File: config.mk
export PLATFORM = sky130hd
export DESIGN_NAME = pascal_token_scanner_core
export DESIGN_NICKNAME = d
export VERILOG_FILES = /design/src/hw/rtl/pts_pkg.sv /design/src/hw/rtl/pts_cfg_regs.sv /design/src/hw/rtl/pts_scanner.sv /design/src/hw/rtl/pts_result_queue.sv /design/src/hw/rtl/pascal_token_scanner_core.sv
export SDC_FILE = /design/constraint.sdc
export NUM_CORES = 2
export LEC_CHECK = 0
export BUFFER_PORTS_ARGS = -buffer_cell sky130_fd_sc_hd__buf_4
export CORE_UTILIZATION = 64
export CTS_CLUSTER_SIZE = 25
export DETAILED_ROUTE_END_ITERATION = 12
export HOLD_SLACK_MARGIN = 0.08
export PLACE_DENSITY = 0.8
export SYNTH_ARGS = -nofsm -noshare
export SYNTH_HDL_FRONTEND = slang
export SYNTH_SLANG_ARGS = --single-unit
File: constraint.sdc
create_clock -name clk -period 20.2 [get_ports clk]
set_input_delay 0 -clock clk [delete_from_list [all_inputs] [get_ports clk]]
set_output_delay 0 -clock clk [all_outputs]
set_load 0.005 [all_outputs]
File: src/hw/rtl/pts_pkg.sv
// Shared types, codes and per-digit helper functions of the Pascal token scanner.
package pts_pkg;

    localparam int LINE_BITS_DEFAULT = 16;
    localparam int MANTISSA_DIGITS   = 18;

    // Token kinds.
    localparam logic [2:0] KIND_EOF    = 3'd0;
    localparam logic [2:0] KIND_WORD   = 3'd1;
    localparam logic [2:0] KIND_INT    = 3'd2;
    localparam logic [2:0] KIND_REAL   = 3'd3;
    localparam logic [2:0] KIND_SCHAR  = 3'd4;
    localparam logic [2:0] KIND_SEND   = 3'd5;
    localparam logic [2:0] KIND_SPEC   = 3'd6;
    localparam logic [2:0] KIND_ERROR  = 3'd7;

    // Error codes.
    localparam logic [2:0] ERR_NONE      = 3'd0;
    localparam logic [2:0] ERR_BAD_NUM   = 3'd1;
    localparam logic [2:0] ERR_INT_RANGE = 3'd2;
    localparam logic [2:0] ERR_REAL_RNG  = 3'd3;
    localparam logic [2:0] ERR_EOF_STR   = 3'd4;
    localparam logic [2:0] ERR_BAD_CHAR  = 3'd5;

    // Special symbol codes.
    localparam logic [4:0] SYM_NONE      = 5'd0;
    localparam logic [4:0] SYM_PLUS      = 5'd1;
    localparam logic [4:0] SYM_MINUS     = 5'd2;
    localparam logic [4:0] SYM_STAR      = 5'd3;
    localparam logic [4:0] SYM_SLASH     = 5'd4;
    localparam logic [4:0] SYM_ASSIGN    = 5'd5;
    localparam logic [4:0] SYM_PERIOD    = 5'd6;
    localparam logic [4:0] SYM_COMMA     = 5'd7;
    localparam logic [4:0] SYM_SEMI      = 5'd8;
    localparam logic [4:0] SYM_COLON     = 5'd9;
    localparam logic [4:0] SYM_EQ        = 5'd10;
    localparam logic [4:0] SYM_NE        = 5'd11;
    localparam logic [4:0] SYM_LT        = 5'd12;
    localparam logic [4:0] SYM_LE        = 5'd13;
    localparam logic [4:0] SYM_GE        = 5'd14;
    localparam logic [4:0] SYM_GT        = 5'd15;
    localparam logic [4:0] SYM_LPAREN    = 5'd16;
    localparam logic [4:0] SYM_RPAREN    = 5'd17;
    localparam logic [4:0] SYM_LBRACK    = 5'd18;
    localparam logic [4:0] SYM_RBRACK    = 5'd19;
    localparam logic [4:0] SYM_RBRACE    = 5'd20;
    localparam logic [4:0] SYM_CARET     = 5'd21;
    localparam logic [4:0] SYM_DOTDOT    = 5'd22;

    localparam logic [7:0] CH_QUOTE = 8'h27;
    localparam logic [7:0] CH_SPACE = 8'h20;
    localparam logic [7:0] CH_NL    = 8'h0A;

    localparam logic [10:0] EXP_LIMIT_RESET = 11'd1024;

    // APB register byte offsets.
    localparam logic [2:0] REG_EXP_LIMIT = 3'd0;

    typedef enum logic [14:0] {
        M_IDLE       = 15'b000000000000001,
        M_COMMENT    = 15'b000000000000010,
        M_WORD       = 15'b000000000000100,
        M_WHOLE      = 15'b000000000001000,
        M_DOT        = 15'b000000000010000,
        M_FRAC       = 15'b000000000100000,
        M_EXP_START  = 15'b000000001000000,
        M_EXP_SIGN   = 15'b000000010000000,
        M_EXP_DIGITS = 15'b000000100000000,
        M_STRING     = 15'b000001000000000,
        M_STR_QUOTE  = 15'b000010000000000,
        M_COLON      = 15'b000100000000000,
        M_LESS       = 15'b001000000000000,
        M_GREATER    = 15'b010000000000000,
        M_PERIOD     = 15'b100000000000000
    } mode_t;

    typedef struct packed {
        logic [2:0]  kind;
        logic [4:0]  sym;
        logic [2:0]  err;
        logic [30:0] int_val;
        logic [59:0] mant;
        logic [11:0] expo;
        logic [7:0]  schar;
        logic [15:0] line;
        logic [15:0] col;
        logic [15:0] len;
        logic        last;
    } res_t;

    // Number accumulation state.
    typedef struct packed {
        logic [30:0] int_acc;
        logic        ovf;
        logic [59:0] mant;
        logic [4:0]  sig;
        logic [15:0] whole;
        logic [15:0] frac;
        logic [15:0] kept;
        logic [30:0] exp_acc;
        logic        neg;
    } num_t;

    function automatic logic [15:0] sat16_inc(input logic [15:0] v);
        return (v != 16'hFFFF) ? v + 16'd1 : v;
    endfunction

    function automatic logic is_space(input logic [7:0] c);
        return (c == CH_SPACE) || (c >= 8'd9 && c <= 8'd13);
    endfunction

    function automatic logic is_digit(input logic [7:0] c);
        return (c >= "0") && (c <= "9");
    endfunction

    function automatic logic is_alpha(input logic [7:0] c);
        return (c >= "A" && c <= "Z") || (c >= "a" && c <= "z");
    endfunction

    function automatic logic [4:0] single_symbol(input logic [7:0] c);
        logic [4:0] s;
        case (c)
            "+":     s = SYM_PLUS;
            "-":     s = SYM_MINUS;
            "*":     s = SYM_STAR;
            "/":     s = SYM_SLASH;
            ",":     s = SYM_COMMA;
            ";":     s = SYM_SEMI;
            "=":     s = SYM_EQ;
            "(":     s = SYM_LPAREN;
            ")":     s = SYM_RPAREN;
            "[":     s = SYM_LBRACK;
            "]":     s = SYM_RBRACK;
            "}":     s = SYM_RBRACE;
            "^":     s = SYM_CARET;
            default: s = SYM_NONE;
        endcase
        return s;
    endfunction

    function automatic res_t base_res(input logic [2:0] kind, input logic [15:0] line,
                                      input logic [15:0] col, input logic [15:0] len);
        res_t r;
        r = '0;
        r.kind = kind;
        r.line = line;
        r.col  = col;
        r.len  = len;
        return r;
    endfunction

    // Append one digit to the significand, dropping digits once MANTISSA_DIGITS significant digits are held.
    function automatic num_t absorb(input num_t n, input logic [3:0] d);
        num_t o;
        o = n;
        if (n.sig < 5'(MANTISSA_DIGITS))
        begin
            o.mant = {n.mant[56:0], 3'b000} + {n.mant[58:0], 1'b0} + 60'(d);
            if (o.mant != 60'd0)
            begin
                o.sig = n.sig + 5'd1;
            end
            o.kept = sat16_inc(n.kept);
        end
        return o;
    endfunction

    function automatic num_t whole_digit(input num_t n, input logic [3:0] d);
        num_t        o;
        logic [34:0] v;
        o = n;
        v = {1'b0, n.int_acc, 3'b000} + {3'b000, n.int_acc, 1'b0} + 35'(d);
        if (!n.ovf)
        begin
            if (v > 35'h7FFFFFFF)
            begin
                o.ovf = 1'b1;
            end
            else
            begin
                o.int_acc = v[30:0];
            end
        end
        o = absorb(o, d);
        o.whole = sat16_inc(n.whole);
        return o;
    endfunction

    function automatic num_t exp_digit(input num_t n, input logic [3:0] d);
        num_t        o;
        logic [34:0] v;
        o = n;
        v = {1'b0, n.exp_acc, 3'b000} + {3'b000, n.exp_acc, 1'b0} + 35'(d);
        if (!n.ovf)
        begin
            if (v > 35'h7FFFFFFF)
            begin
                o.ovf = 1'b1;
            end
            else
            begin
                o.exp_acc = v[30:0];
            end
        end
        return o;
    endfunction

    function automatic res_t int_res(input res_t b, input num_t n);
        res_t r;
        r = b;
        if (n.ovf)
        begin
            r.kind = KIND_ERROR;
            r.err  = ERR_INT_RANGE;
        end
        else
        begin
            r.kind    = KIND_INT;
            r.int_val = n.int_acc;
        end
        return r;
    endfunction

    function automatic res_t real_res(input res_t b, input num_t n, input logic [10:0] limit);
        res_t               r;
        logic signed [33:0] ev;
        logic signed [33:0] chk;
        logic signed [33:0] rep;
        r   = b;
        ev  = n.neg ? -$signed({3'b000, n.exp_acc}) : $signed({3'b000, n.exp_acc});
        chk = ev - $signed({18'd0, n.frac}) + $signed({18'd0, n.whole});
        if (chk < 0)
        begin
            chk = -chk;
        end
        rep = ev + $signed({18'd0, n.whole}) - $signed({18'd0, n.kept});
        if (n.mant == 60'd0)
        begin
            rep = '0;
        end
        if (n.ovf)
        begin
            r.kind = KIND_ERROR;
            r.err  = ERR_BAD_NUM;
        end
        else if (chk > $signed({23'd0, limit}) || rep < -34'sd2048 || rep > 34'sd2047)
        begin
            r.kind = KIND_ERROR;
            r.err  = ERR_REAL_RNG;
        end
        else
        begin
            r.kind = KIND_REAL;
            r.mant = n.mant;
            r.expo = rep[11:0];
        end
        return r;
    endfunction

endpackage

File: src/hw/rtl/pts_cfg_regs.sv
// APB-style configuration register file holding the real exponent limit.
module pts_cfg_regs
(
    input  logic        clk,
    input  logic        rst_n,
    input  logic        psel,
    input  logic        penable,
    input  logic        pwrite,
    input  logic [2:0]  paddr,
    input  logic [31:0] pwdata,
    output logic [31:0] prdata,
    output logic        pready,
    output logic [10:0] exp_limit
);

    logic [10:0] limit_reg;
    logic [10:0] limit_next;

    always_comb
    begin
        limit_next = limit_reg;
        if (psel && penable && pwrite && paddr[2] == pts_pkg::REG_EXP_LIMIT[2])
        begin
            limit_next = pwdata[10:0];
        end
    end

    always_ff @(posedge clk or negedge rst_n)
    begin
        if (!rst_n)
        begin
            limit_reg <= pts_pkg::EXP_LIMIT_RESET;
        end
        else
        begin
            limit_reg <= limit_next;
        end
    end

    // Low byte-offset bits are ignored, only one register exists.
    assign prdata    = (paddr[2] == pts_pkg::REG_EXP_LIMIT[2]) ? {21'd0, limit_reg} : 32'd0;
    assign pready    = 1'b1;
    assign exp_limit = limit_reg;

endmodule

File: src/hw/rtl/pts_scanner.sv
// Scanner state and the per-character next-state and token logic.
module pts_scanner #(
    parameter int LINE_BITS = pts_pkg::LINE_BITS_DEFAULT
)
(
    input  logic               clk,
    input  logic               rst_n,
    input  logic               step,
    input  logic [7:0]         char_code,
    input  logic               end_of_input,
    input  logic [10:0]        exp_limit,
    output pts_pkg::res_t      res0,
    output pts_pkg::res_t      res1,
    output logic [1:0]         res_count
);

    pts_pkg::mode_t         mode_reg, mode_next;
    pts_pkg::num_t          num_reg, num_next;
    logic [LINE_BITS-1:0]   line_reg, line_next;
    logic [LINE_BITS-1:0]   col_reg, col_next;
    logic [LINE_BITS-1:0]   tline_reg, tline_next;
    logic [LINE_BITS-1:0]   tcol_reg, tcol_next;
    logic [15:0]            len_reg, len_next;

    pts_pkg::res_t          res_v [2];
    logic [1:0]             n_v;
    logic                   redo;
    logic                   dg;
    logic [3:0]             dval;
    logic [4:0]             s;

    function automatic logic [LINE_BITS-1:0] pos_inc(input logic [LINE_BITS-1:0] v);
        return (&v) ? v : v + 1'b1;
    endfunction

    always_comb
    begin
        mode_next  = mode_reg;
        num_next   = num_reg;
        line_next  = line_reg;
        col_next   = col_reg;
        tline_next = tline_reg;
        tcol_next  = tcol_reg;
        len_next   = len_reg;
        res_v[0]   = '0;
        res_v[1]   = '0;
        n_v        = 2'd0;
        redo       = 1'b0;
        s          = pts_pkg::SYM_NONE;
        dg         = pts_pkg::is_digit(char_code);
        dval       = char_code[3:0];

        if (end_of_input)
        begin
            // Close whatever token is open, then report end of file.
            case (mode_reg)
                pts_pkg::M_WORD:
                begin
                    res_v[0] = pts_pkg::base_res(pts_pkg::KIND_WORD, 16'(tline_reg),
                                                 16'(tcol_reg), len_reg);
                    n_v = 2'd1;
                end
                pts_pkg::M_WHOLE:
                begin
                    res_v[0] = pts_pkg::int_res(pts_pkg::base_res(pts_pkg::KIND_INT,
                               16'(tline_reg), 16'(tcol_reg), len_reg), num_reg);
                    n_v = 2'd1;
                end
                pts_pkg::M_DOT:
                begin
                    len_next = pts_pkg::sat16_inc(len_reg);
                    res_v[0] = pts_pkg::base_res(pts_pkg::KIND_ERROR, 16'(tline_reg),
                                                 16'(tcol_reg), len_next);
                    res_v[0].err = pts_pkg::ERR_BAD_NUM;
                    n_v = 2'd1;
                end
                pts_pkg::M_FRAC, pts_pkg::M_EXP_DIGITS:
                begin
                    res_v[0] = pts_pkg::real_res(pts_pkg::base_res(pts_pkg::KIND_REAL,
                               16'(tline_reg), 16'(tcol_reg), len_reg), num_reg, exp_limit);
                    n_v = 2'd1;
                end
                pts_pkg::M_EXP_START, pts_pkg::M_EXP_SIGN, pts_pkg::M_STRING:
                begin
                    res_v[0] = pts_pkg::base_res(pts_pkg::KIND_ERROR, 16'(tline_reg),
                                                 16'(tcol_reg), len_reg);
                    res_v[0].err = (mode_reg == pts_pkg::M_STRING) ? pts_pkg::ERR_EOF_STR
                                                                   : pts_pkg::ERR_BAD_NUM;
                    n_v = 2'd1;
                end
                pts_pkg::M_STR_QUOTE:
                begin
                    res_v[0] = pts_pkg::base_res(pts_pkg::KIND_SEND, 16'(tline_reg),
                                                 16'(tcol_reg), len_reg);
                    n_v = 2'd1;
                end
                pts_pkg::M_COLON, pts_pkg::M_LESS, pts_pkg::M_GREATER, pts_pkg::M_PERIOD:
                begin
                    res_v[0] = pts_pkg::base_res(pts_pkg::KIND_SPEC, 16'(tline_reg),
                                                 16'(tcol_reg), len_reg);
                    case (mode_reg)
                        pts_pkg::M_COLON:   res_v[0].sym = pts_pkg::SYM_COLON;
                        pts_pkg::M_LESS:    res_v[0].sym = pts_pkg::SYM_LT;
                        pts_pkg::M_GREATER: res_v[0].sym = pts_pkg::SYM_GT;
                        default:            res_v[0].sym = pts_pkg::SYM_PERIOD;
                    endcase
                    n_v = 2'd1;
                end
                default:
                begin
                    n_v = 2'd0;
                end
            endcase
            mode_next = pts_pkg::M_IDLE;
            res_v[n_v[0]] = pts_pkg::base_res(pts_pkg::KIND_EOF, 16'(line_reg),
                                              16'(col_reg), 16'd0);
            n_v = n_v + 2'd1;
        end
        else
        begin
            case (mode_reg)
                pts_pkg::M_COMMENT:
                begin
                    if (char_code == "}")
                    begin
                        mode_next = pts_pkg::M_IDLE;
                    end
                end
                pts_pkg::M_WORD:
                begin
                    if (pts_pkg::is_alpha(char_code) || dg || char_code == "_")
                    begin
                        len_next = pts_pkg::sat16_inc(len_reg);
                    end
                    else
                    begin
                        res_v[0] = pts_pkg::base_res(pts_pkg::KIND_WORD, 16'(tline_reg),
                                                     16'(tcol_reg), len_reg);
                        n_v  = 2'd1;
                        redo = 1'b1;
                    end
                end
                pts_pkg::M_WHOLE:
                begin
                    if (dg)
                    begin
                        num_next = pts_pkg::whole_digit(num_reg, dval);
                        len_next = pts_pkg::sat16_inc(len_reg);
                    end
                    else if (char_code == ".")
                    begin
                        mode_next = pts_pkg::M_DOT;
                    end
                    else if (char_code == "E" || char_code == "e")
                    begin
                        len_next     = pts_pkg::sat16_inc(len_reg);
                        num_next.ovf = 1'b0;
                        mode_next    = pts_pkg::M_EXP_START;
                    end
                    else
                    begin
                        res_v[0] = pts_pkg::int_res(pts_pkg::base_res(pts_pkg::KIND_INT,
                                   16'(tline_reg), 16'(tcol_reg), len_reg), num_reg);
                        n_v  = 2'd1;
                        redo = 1'b1;
                    end
                end
                pts_pkg::M_DOT:
                begin
                    if (char_code == ".")
                    begin
                        // The held dot and this one form a range symbol.
                        res_v[0] = pts_pkg::int_res(pts_pkg::base_res(pts_pkg::KIND_INT,
                                   16'(tline_reg), 16'(tcol_reg), len_reg), num_reg);
                        tline_next = line_reg;
                        tcol_next  = (col_reg != '0) ? col_reg - 1'b1 : col_reg;
                        len_next   = 16'd2;
                        res_v[1]   = pts_pkg::base_res(pts_pkg::KIND_SPEC, 16'(line_reg),
                                                       16'(tcol_next), 16'd2);
                        res_v[1].sym = pts_pkg::SYM_DOTDOT;
                        n_v       = 2'd2;
                        mode_next = pts_pkg::M_IDLE;
                    end
                    else if (dg)
                    begin
                        len_next     = pts_pkg::sat16_inc(pts_pkg::sat16_inc(len_reg));
                        num_next     = num_reg;
                        num_next.ovf = 1'b0;
                        num_next     = pts_pkg::absorb(num_next, dval);
                        num_next.frac = pts_pkg::sat16_inc(num_reg.frac);
                        mode_next    = pts_pkg::M_FRAC;
                    end
                    else
                    begin
                        len_next = pts_pkg::sat16_inc(len_reg);
                        res_v[0] = pts_pkg::base_res(pts_pkg::KIND_ERROR, 16'(tline_reg),
                                                     16'(tcol_reg), len_next);
                        res_v[0].err = pts_pkg::ERR_BAD_NUM;
                        n_v  = 2'd1;
                        redo = 1'b1;
                    end
                end
                pts_pkg::M_FRAC:
                begin
                    if (dg)
                    begin
                        num_next      = pts_pkg::absorb(num_reg, dval);
                        num_next.frac = pts_pkg::sat16_inc(num_reg.frac);
                        len_next      = pts_pkg::sat16_inc(len_reg);
                    end
                    else if (char_code == "E" || char_code == "e")
                    begin
                        len_next     = pts_pkg::sat16_inc(len_reg);
                        num_next.ovf = 1'b0;
                        mode_next    = pts_pkg::M_EXP_START;
                    end
                    else
                    begin
                        res_v[0] = pts_pkg::real_res(pts_pkg::base_res(pts_pkg::KIND_REAL,
                                   16'(tline_reg), 16'(tcol_reg), len_reg), num_reg, exp_limit);
                        n_v  = 2'd1;
                        redo = 1'b1;
                    end
                end
                pts_pkg::M_EXP_START, pts_pkg::M_EXP_SIGN:
                begin
                    if (mode_reg == pts_pkg::M_EXP_START && (char_code == "+" || char_code == "-"))
                    begin
                        len_next     = pts_pkg::sat16_inc(len_reg);
                        num_next.neg = (char_code == "-");
                        mode_next    = pts_pkg::M_EXP_SIGN;
                    end
                    else if (dg)
                    begin
                        len_next  = pts_pkg::sat16_inc(len_reg);
                        num_next  = pts_pkg::exp_digit(num_reg, dval);
                        mode_next = pts_pkg::M_EXP_DIGITS;
                    end
                    else
                    begin
                        res_v[0] = pts_pkg::base_res(pts_pkg::KIND_ERROR, 16'(tline_reg),
                                                     16'(tcol_reg), len_reg);
                        res_v[0].err = pts_pkg::ERR_BAD_NUM;
                        n_v  = 2'd1;
                        redo = 1'b1;
                    end
                end
                pts_pkg::M_EXP_DIGITS:
                begin
                    if (dg)
                    begin
                        len_next = pts_pkg::sat16_inc(len_reg);
                        num_next = pts_pkg::exp_digit(num_reg, dval);
                    end
                    else
                    begin
                        res_v[0] = pts_pkg::real_res(pts_pkg::base_res(pts_pkg::KIND_REAL,
                                   16'(tline_reg), 16'(tcol_reg), len_reg), num_reg, exp_limit);
                        n_v  = 2'd1;
                        redo = 1'b1;
                    end
                end
                pts_pkg::M_STRING:
                begin
                    len_next = pts_pkg::sat16_inc(len_reg);
                    if (char_code == pts_pkg::CH_QUOTE)
                    begin
                        mode_next = pts_pkg::M_STR_QUOTE;
                    end
                    else
                    begin
                        res_v[0] = pts_pkg::base_res(pts_pkg::KIND_SCHAR, 16'(tline_reg),
                                                     16'(tcol_reg), len_next);
                        res_v[0].schar = pts_pkg::is_space(char_code) ? pts_pkg::CH_SPACE
                                                                      : char_code;
                        n_v = 2'd1;
                    end
                end
                pts_pkg::M_STR_QUOTE:
                begin
                    if (char_code == pts_pkg::CH_QUOTE)
                    begin
                        // A doubled quote stands for one quote character.
                        len_next = pts_pkg::sat16_inc(len_reg);
                        res_v[0] = pts_pkg::base_res(pts_pkg::KIND_SCHAR, 16'(tline_reg),
                                                     16'(tcol_reg), len_next);
                        res_v[0].schar = pts_pkg::CH_QUOTE;
                        n_v       = 2'd1;
                        mode_next = pts_pkg::M_STRING;
                    end
                    else
                    begin
                        res_v[0] = pts_pkg::base_res(pts_pkg::KIND_SEND, 16'(tline_reg),
                                                     16'(tcol_reg), len_reg);
                        n_v  = 2'd1;
                        redo = 1'b1;
                    end
                end
                pts_pkg::M_COLON, pts_pkg::M_LESS, pts_pkg::M_GREATER, pts_pkg::M_PERIOD:
                begin
                    case (mode_reg)
                        pts_pkg::M_COLON:
                            s = (char_code == "=") ? pts_pkg::SYM_ASSIGN : pts_pkg::SYM_NONE;
                        pts_pkg::M_LESS:
                            s = (char_code == "=") ? pts_pkg::SYM_LE :
                                (char_code == ">") ? pts_pkg::SYM_NE : pts_pkg::SYM_NONE;
                        pts_pkg::M_GREATER:
                            s = (char_code == "=") ? pts_pkg::SYM_GE : pts_pkg::SYM_NONE;
                        default:
                            s = (char_code == ".") ? pts_pkg::SYM_DOTDOT : pts_pkg::SYM_NONE;
                    endcase
                    if (s != pts_pkg::SYM_NONE)
                    begin
                        len_next  = pts_pkg::sat16_inc(len_reg);
                        mode_next = pts_pkg::M_IDLE;
                        res_v[0]  = pts_pkg::base_res(pts_pkg::KIND_SPEC, 16'(tline_reg),
                                                      16'(tcol_reg), len_next);
                        res_v[0].sym = s;
                    end
                    else
                    begin
                        res_v[0] = pts_pkg::base_res(pts_pkg::KIND_SPEC, 16'(tline_reg),
                                                     16'(tcol_reg), len_reg);
                        case (mode_reg)
                            pts_pkg::M_COLON:   res_v[0].sym = pts_pkg::SYM_COLON;
                            pts_pkg::M_LESS:    res_v[0].sym = pts_pkg::SYM_LT;
                            pts_pkg::M_GREATER: res_v[0].sym = pts_pkg::SYM_GT;
                            default:            res_v[0].sym = pts_pkg::SYM_PERIOD;
                        endcase
                        redo = 1'b1;
                    end
                    n_v = 2'd1;
                end
                default:
                begin
                    redo = 1'b1;
                end
            endcase

            // Start of a new token from the idle state.
            if (redo)
            begin
                mode_next = pts_pkg::M_IDLE;
                if (pts_pkg::is_space(char_code))
                begin
                    mode_next = pts_pkg::M_IDLE;
                end
                else if (char_code == "{")
                begin
                    mode_next = pts_pkg::M_COMMENT;
                end
                else
                begin
                    tline_next = line_reg;
                    tcol_next  = col_reg;
                    len_next   = 16'd1;
                    if (pts_pkg::is_alpha(char_code))
                    begin
                        mode_next = pts_pkg::M_WORD;
                    end
                    else if (dg)
                    begin
                        num_next  = pts_pkg::whole_digit('0, dval);
                        mode_next = pts_pkg::M_WHOLE;
                    end
                    else if (char_code == pts_pkg::CH_QUOTE)
                    begin
                        mode_next = pts_pkg::M_STRING;
                    end
                    else if (char_code == ":")
                    begin
                        mode_next = pts_pkg::M_COLON;
                    end
                    else if (char_code == "<")
                    begin
                        mode_next = pts_pkg::M_LESS;
                    end
                    else if (char_code == ">")
                    begin
                        mode_next = pts_pkg::M_GREATER;
                    end
                    else if (char_code == ".")
                    begin
                        mode_next = pts_pkg::M_PERIOD;
                    end
                    else
                    begin
                        s = pts_pkg::single_symbol(char_code);
                        res_v[n_v[0]] = pts_pkg::base_res(pts_pkg::KIND_SPEC,
                                        16'(line_reg), 16'(col_reg), 16'd1);
                        if (s != pts_pkg::SYM_NONE)
                        begin
                            res_v[n_v[0]].sym = s;
                        end
                        else
                        begin
                            res_v[n_v[0]].kind = pts_pkg::KIND_ERROR;
                            res_v[n_v[0]].err  = pts_pkg::ERR_BAD_CHAR;
                        end
                        n_v = n_v + 2'd1;
                    end
                end
            end

            if (char_code == pts_pkg::CH_NL)
            begin
                line_next = pos_inc(line_reg);
                col_next  = '0;
            end
            else
            begin
                col_next = pos_inc(col_reg);
            end
        end

        if (n_v == 2'd1)
        begin
            res_v[0].last = 1'b1;
        end
        else if (n_v == 2'd2)
        begin
            res_v[1].last = 1'b1;
        end
    end

    always_ff @(posedge clk or negedge rst_n)
    begin
        if (!rst_n)
        begin
            mode_reg  <= pts_pkg::M_IDLE;
            num_reg   <= '0;
            line_reg  <= LINE_BITS'(1);
            col_reg   <= '0;
            tline_reg <= LINE_BITS'(1);
            tcol_reg  <= '0;
            len_reg   <= '0;
        end
        else if (step)
        begin
            mode_reg  <= mode_next;
            num_reg   <= num_next;
            line_reg  <= line_next;
            col_reg   <= col_next;
            tline_reg <= tline_next;
            tcol_reg  <= tcol_next;
            len_reg   <= len_next;
        end
    end

    assign res0      = res_v[0];
    assign res1      = res_v[1];
    assign res_count = n_v;

endmodule

File: src/hw/rtl/pts_result_queue.sv
// Four-entry result queue that takes up to two results a cycle and gives one.
module pts_result_queue
(
    input  logic          clk,
    input  logic          rst_n,
    input  logic [1:0]    push_count,
    input  pts_pkg::res_t push0,
    input  pts_pkg::res_t push1,
    output logic          has_room,
    output logic          out_valid,
    input  logic          out_ready,
    output pts_pkg::res_t head
);

    pts_pkg::res_t store [4];
    logic [1:0]    rd_reg, rd_next;
    logic [1:0]    wr_reg, wr_next;
    logic [2:0]    cnt_reg, cnt_next;
    logic          pop;

    assign pop       = out_valid && out_ready;
    assign out_valid = (cnt_reg != 3'd0);
    assign has_room  = (cnt_reg <= 3'd2);
    assign head      = store[rd_reg];

    always_comb
    begin
        rd_next  = rd_reg + 2'(pop);
        wr_next  = wr_reg + push_count;
        cnt_next = cnt_reg + 3'(push_count) - 3'(pop);
    end

    always_ff @(posedge clk)
    begin
        if (push_count != 2'd0)
        begin
            store[wr_reg] <= push0;
        end
        if (push_count == 2'd2)
        begin
            store[wr_reg + 2'd1] <= push1;
        end
    end

    always_ff @(posedge clk or negedge rst_n)
    begin
        if (!rst_n)
        begin
            rd_reg  <= '0;
            wr_reg  <= '0;
            cnt_reg <= '0;
        end
        else
        begin
            rd_reg  <= rd_next;
            wr_reg  <= wr_next;
            cnt_reg <= cnt_next;
        end
    end

endmodule

File: src/hw/rtl/pascal_token_scanner_core.sv
// Top level of the streaming Pascal token scanner.
// The scanner takes Pascal source one byte per beat (or an end-of-input beat)
// and returns tokens: words by position and length, range-checked integers,
// reals as a decimal significand with a power of ten, strings one character
// per result beat followed by a string-end beat, specials, and errors. Each
// input beat is captured in an input register and, once the result queue has
// room, handled by the scanner logic, which writes zero, one or two result
// beats into a four-entry result queue. An input beat is taken every cycle
// while the queue holds at most two results, so the sustained rate is one
// input beat per cycle as long as beats produce at most one result on average
// and the consumer takes one result per cycle; the queue's single output port
// bounds results to one per cycle. A beat passes through the input register,
// and its results are written into the result queue. The real exponent limit register sits at byte
// address 0 and should be written only while the scanner is idle.
module pascal_token_scanner_core #(
    parameter int LINE_BITS = pts_pkg::LINE_BITS_DEFAULT
)
(
    input  logic        clk,
    input  logic        rst_n,
    input  logic        psel,
    input  logic        penable,
    input  logic        pwrite,
    input  logic [2:0]  paddr,
    input  logic [31:0] pwdata,
    output logic [31:0] prdata,
    output logic        pready,
    input  logic        in_valid,
    output logic        in_ready,
    input  logic [7:0]  char_code,
    input  logic        end_of_input,
    output logic        out_valid,
    input  logic        out_ready,
    output logic [2:0]  token_kind,
    output logic [4:0]  symbol_code,
    output logic [2:0]  error_code,
    output logic [30:0] int_value,
    output logic [59:0] real_mantissa,
    output logic signed [11:0] real_exponent,
    output logic [7:0]  string_char,
    output logic [15:0] start_line,
    output logic [15:0] start_column,
    output logic [15:0] token_length,
    output logic        last
);

    logic          vld_reg, vld_next;
    logic [7:0]    char_reg;
    logic          eoi_reg;
    logic          step;
    logic          room;
    logic [10:0]   exp_limit;
    pts_pkg::res_t res0, res1, head;
    logic [1:0]    res_count;

    // The held beat is handled once the queue can absorb two results.
    assign step     = vld_reg && room;
    assign in_ready = !vld_reg || step;
    assign vld_next = in_ready ? in_valid : vld_reg;

    always_ff @(posedge clk or negedge rst_n)
    begin
        if (!rst_n)
        begin
            vld_reg <= 1'b0;
        end
        else
        begin
            vld_reg <= vld_next;
        end
    end

    always_ff @(posedge clk)
    begin
        if (in_valid && in_ready)
        begin
            char_reg <= char_code;
            eoi_reg  <= end_of_input;
        end
    end

    pts_cfg_regs u_cfg (
        .clk       (clk),
        .rst_n     (rst_n),
        .psel      (psel),
        .penable   (penable),
        .pwrite    (pwrite),
        .paddr     (paddr),
        .pwdata    (pwdata),
        .prdata    (prdata),
        .pready    (pready),
        .exp_limit (exp_limit)
    );

    pts_scanner #(
        .LINE_BITS (LINE_BITS)
    ) u_scan (
        .clk          (clk),
        .rst_n        (rst_n),
        .step         (step),
        .char_code    (char_reg),
        .end_of_input (eoi_reg),
        .exp_limit    (exp_limit),
        .res0         (res0),
        .res1         (res1),
        .res_count    (res_count)
    );

    pts_result_queue u_queue (
        .clk        (clk),
        .rst_n      (rst_n),
        .push_count (step ? res_count : 2'd0),
        .push0      (res0),
        .push1      (res1),
        .has_room   (room),
        .out_valid  (out_valid),
        .out_ready  (out_ready),
        .head       (head)
    );

    assign token_kind    = head.kind;
    assign symbol_code   = head.sym;
    assign error_code    = head.err;
    assign int_value     = head.int_val;
    assign real_mantissa = head.mant;
    assign real_exponent = head.expo;
    assign string_char   = head.schar;
    assign start_line    = head.line;
    assign start_column  = head.col;
    assign token_length  = head.len;
    assign last          = head.last;

endmodule

==> metrics <==
Num CTS Buffers 103; Met2 Wirelength 93.2 mm; r2r setup slk 10.52 ns; worst rel slew slack 14.1%; number of setup violations in the final report 0; Gates resized, CTS repair 0; LEAKAGE 29.0 nW; Setup Skew 0.0621 ns; clock-pin slew on the worst setup and hold paths 0.06 ns; fmax 0.103 GHz; vias in the first global route 53,200; deepest clock path buffer count 3; Die X 322 um; nets@finish 7,069; total track usage 38.7%; wl on met1 80.2 mm; first-pass GRT wire length 312 mm; Critical Path AT 10.07 ns; CTS tree built; worst-skew pair later-pin latency 0.73 ns; Cell Area, Synth 65,700 sq um; main combinational cell family by area after synthesis simple AND/OR/NAND/NOR gates; Worst setup EP type flip-flop; Die Span Y 322 um; routed vias/inst 6.86; DRC 0; Critical path origin u_scan.num_reg[12]; WP data required 20.59 ns; critical-path maximum fanout 161; area leader, netlist edfxtp_1; asr flop ratio synth 29.6%; final WL 204 mm; RSZ-0062 raised after global routing false; Ports 257; Rows 117; DR vias 55,700; gr ovfl total 0; prevailing post-synth register cell edfxtp_1; mux cell area share after synthesis 6.89%; Seq/Total Area, Yosys 42.8%; Post-synth EDFFs 693; initial antenna violation count 4; Final Critical Period 9.68 ns; core area 102,000 sq um; Highest Signal Layer met5; count leader, synth nand2_1; max cap viols 0; Synth Area in Compound Gates 16.3%; Slew Viols, Final 0; Synth Area in Simple Gates 19.8%; peak supply drop 0.139 mV; PwrDens 106 nW/um^2; HP Class primary input to flip-flop; Adder-Cell Fraction of Synth Area 7.21%; PnR worst setup slack 10.52 ns; Wirelength per Cell 25.1 um; area share of the largest cell type after synthesis 31.7%; Unique masters post-synth 108; Hold Path Origin pwdata[0]; DRT Pass-1 Iters 9; final hold viol count 0; 1st-iter DRT viols 6,784; H-Tree Depth 3; period utilisation layout 47.9%; CP startpoint kind flip-flop; DRT antenna net count 0; synthesized area per cell 9.91 sq um; initial core utilization 64.6%; Area Overhead vs Synth 9.31%; number of setup buffers added after CTS 0; Sum Neg Setup Slack 0 ns; Port Buf Inserts 211; Root Buffer clkbuf_16; pin count of the biggest net entering global routing 171; status completed; dpl hpwl 136 mm; share of cells above drive strength 1 14.1%; flops & latches, synth 984; Place WS 10.81 ns; max reg flops 684; Post-synth top cells 701 x nand2_1, 693 x edfxtp_1, 654 x nor2_1; GP Congestion 0.977; Crit Reg-Reg Startpoint u_scan.num_reg[12]; metal3 WL 22.3 mm; Worst Max-Slew Pin Slew 1.28 ns; Mapped Cells 6,632; XOR/XNOR Fraction of Synth Area 3.09%; die area 104,000 sq um; synth top area cells edfxtp_1 32%, dfrtp_1 11%, ha_1 6.0%; CTS sink count 984; Crit Path Class flip-flop to flip-flop; Ys Warns 0
cell families (layout without fill, tap and decap cells):
logic type	count (synthesis)	in the layout
adders and majority gates	355	355
xor gates and xnor gates	231	231
AOI/OAI and AO/OA	1690	1690
other	2	24
muxes	234	234
DFF	984	984
and+or+nand+nor	2534	2534
buffers and inverters	602	703
cell type report:
type	instances	area, sq um
multi-input combinational	5066	35200
fill	7474	29900
tap	1368	1710
clock buffer	128	2760
sequential	984	28100
antenna	2	5.00
clock inverter	67	619
inverter	171	642
timing repair buffer	337	2760
what timing repair did:
item / 4_1_cts / 5_1_grt
endpoints found under the setup margin: 0 / 0
hold endpoints to repair: 322 / 0
hold buffers: 45 / 0
report_power, final:
part / total [mW] / internal, mW / switching (mW)
clock: 1.93 / 1.07 / 0.862
sequential: 2.78 / 2.58 / 0.204
combinational: 2.88 / 1.00 / 1.88
worst max-delay path, stage by stage (launching register included):
cell	delay (ns)
dfrtp_1	0.48
or4_1	0.62
nor4_2	0.23
nand2b_1	0.16
or3_4	0.37
or2_2	0.32
o21ai_0	0.38
xnor2_1	0.27
inv_1	0.09
ha_1	0.54
nand2_1	0.26
o21ai_0	0.59
o31ai_1	0.17
a21oi_1	0.53
nor2_1	0.11
nor3_1	0.49
nor4b_1	0.65
and4_1	0.33
a2bb2oi_1	0.81
o21a_4	0.78
buf_12	0.55
nor3_1	0.18
layer usage:
layer | global-route usage, % | vias to the layer above
met5 | 0 | -
met4 | 15.2 | 6
li1 | - | 24900
met1 | 52.5 | 27300
met2 | 60.8 | 3053
met3 | 8.44 | 540
path summary, 6_finish.rpt:
path,cells past startpoint,endpoint
setup reg to reg,21,u_queue.store[0][112]
hold reg to reg,1,u_queue.cnt_reg[2]
hold / removal,3,u_cfg.exp_limit[0]
min in group asynchronous,3,u_scan.mode_reg[0]
setup / recovery,21,u_queue.store[0][112]
max in group asynchronous,4,u_scan.num_reg[22]
through the flow:
stage / util [%] / instances / total power, mW / area, sq um / hold slack, ns
after global routing: 70.6 / 8121 / 7.85 / 71800 / 0.138
after detailed placement: 66.8 / 7881 / 5.62 / 68000 / -0.0227
after floorplan: - / 6652 / 4.70 / 65800 / -0.296
final: 70.6 / 8123 / 7.60 / 71800 / 0.145
after global placement: 66.8 / 7881 / 5.55 / 68000 / -0.0305
after CTS: 70.6 / 8121 / 7.54 / 71800 / 0.0928
placed cells by master (no fill, tap or decap), drive strengths merged, types with 55 or more instances in the layout:
master and n:
buf 293, a21o 90, nand2 701, clkbuf 128, nor2 654, and3 93, ha 316, a21oi 513
nor4 63, nand4 55, xnor2 153, and2 63, dfrtp 287, o211ai 69, nor3 428, xor2 78
edfxtp 693, a31oi 61, o21ai 446, nand3 206, inv 180, mux4 171
Power figures use the tool's default switching activity.
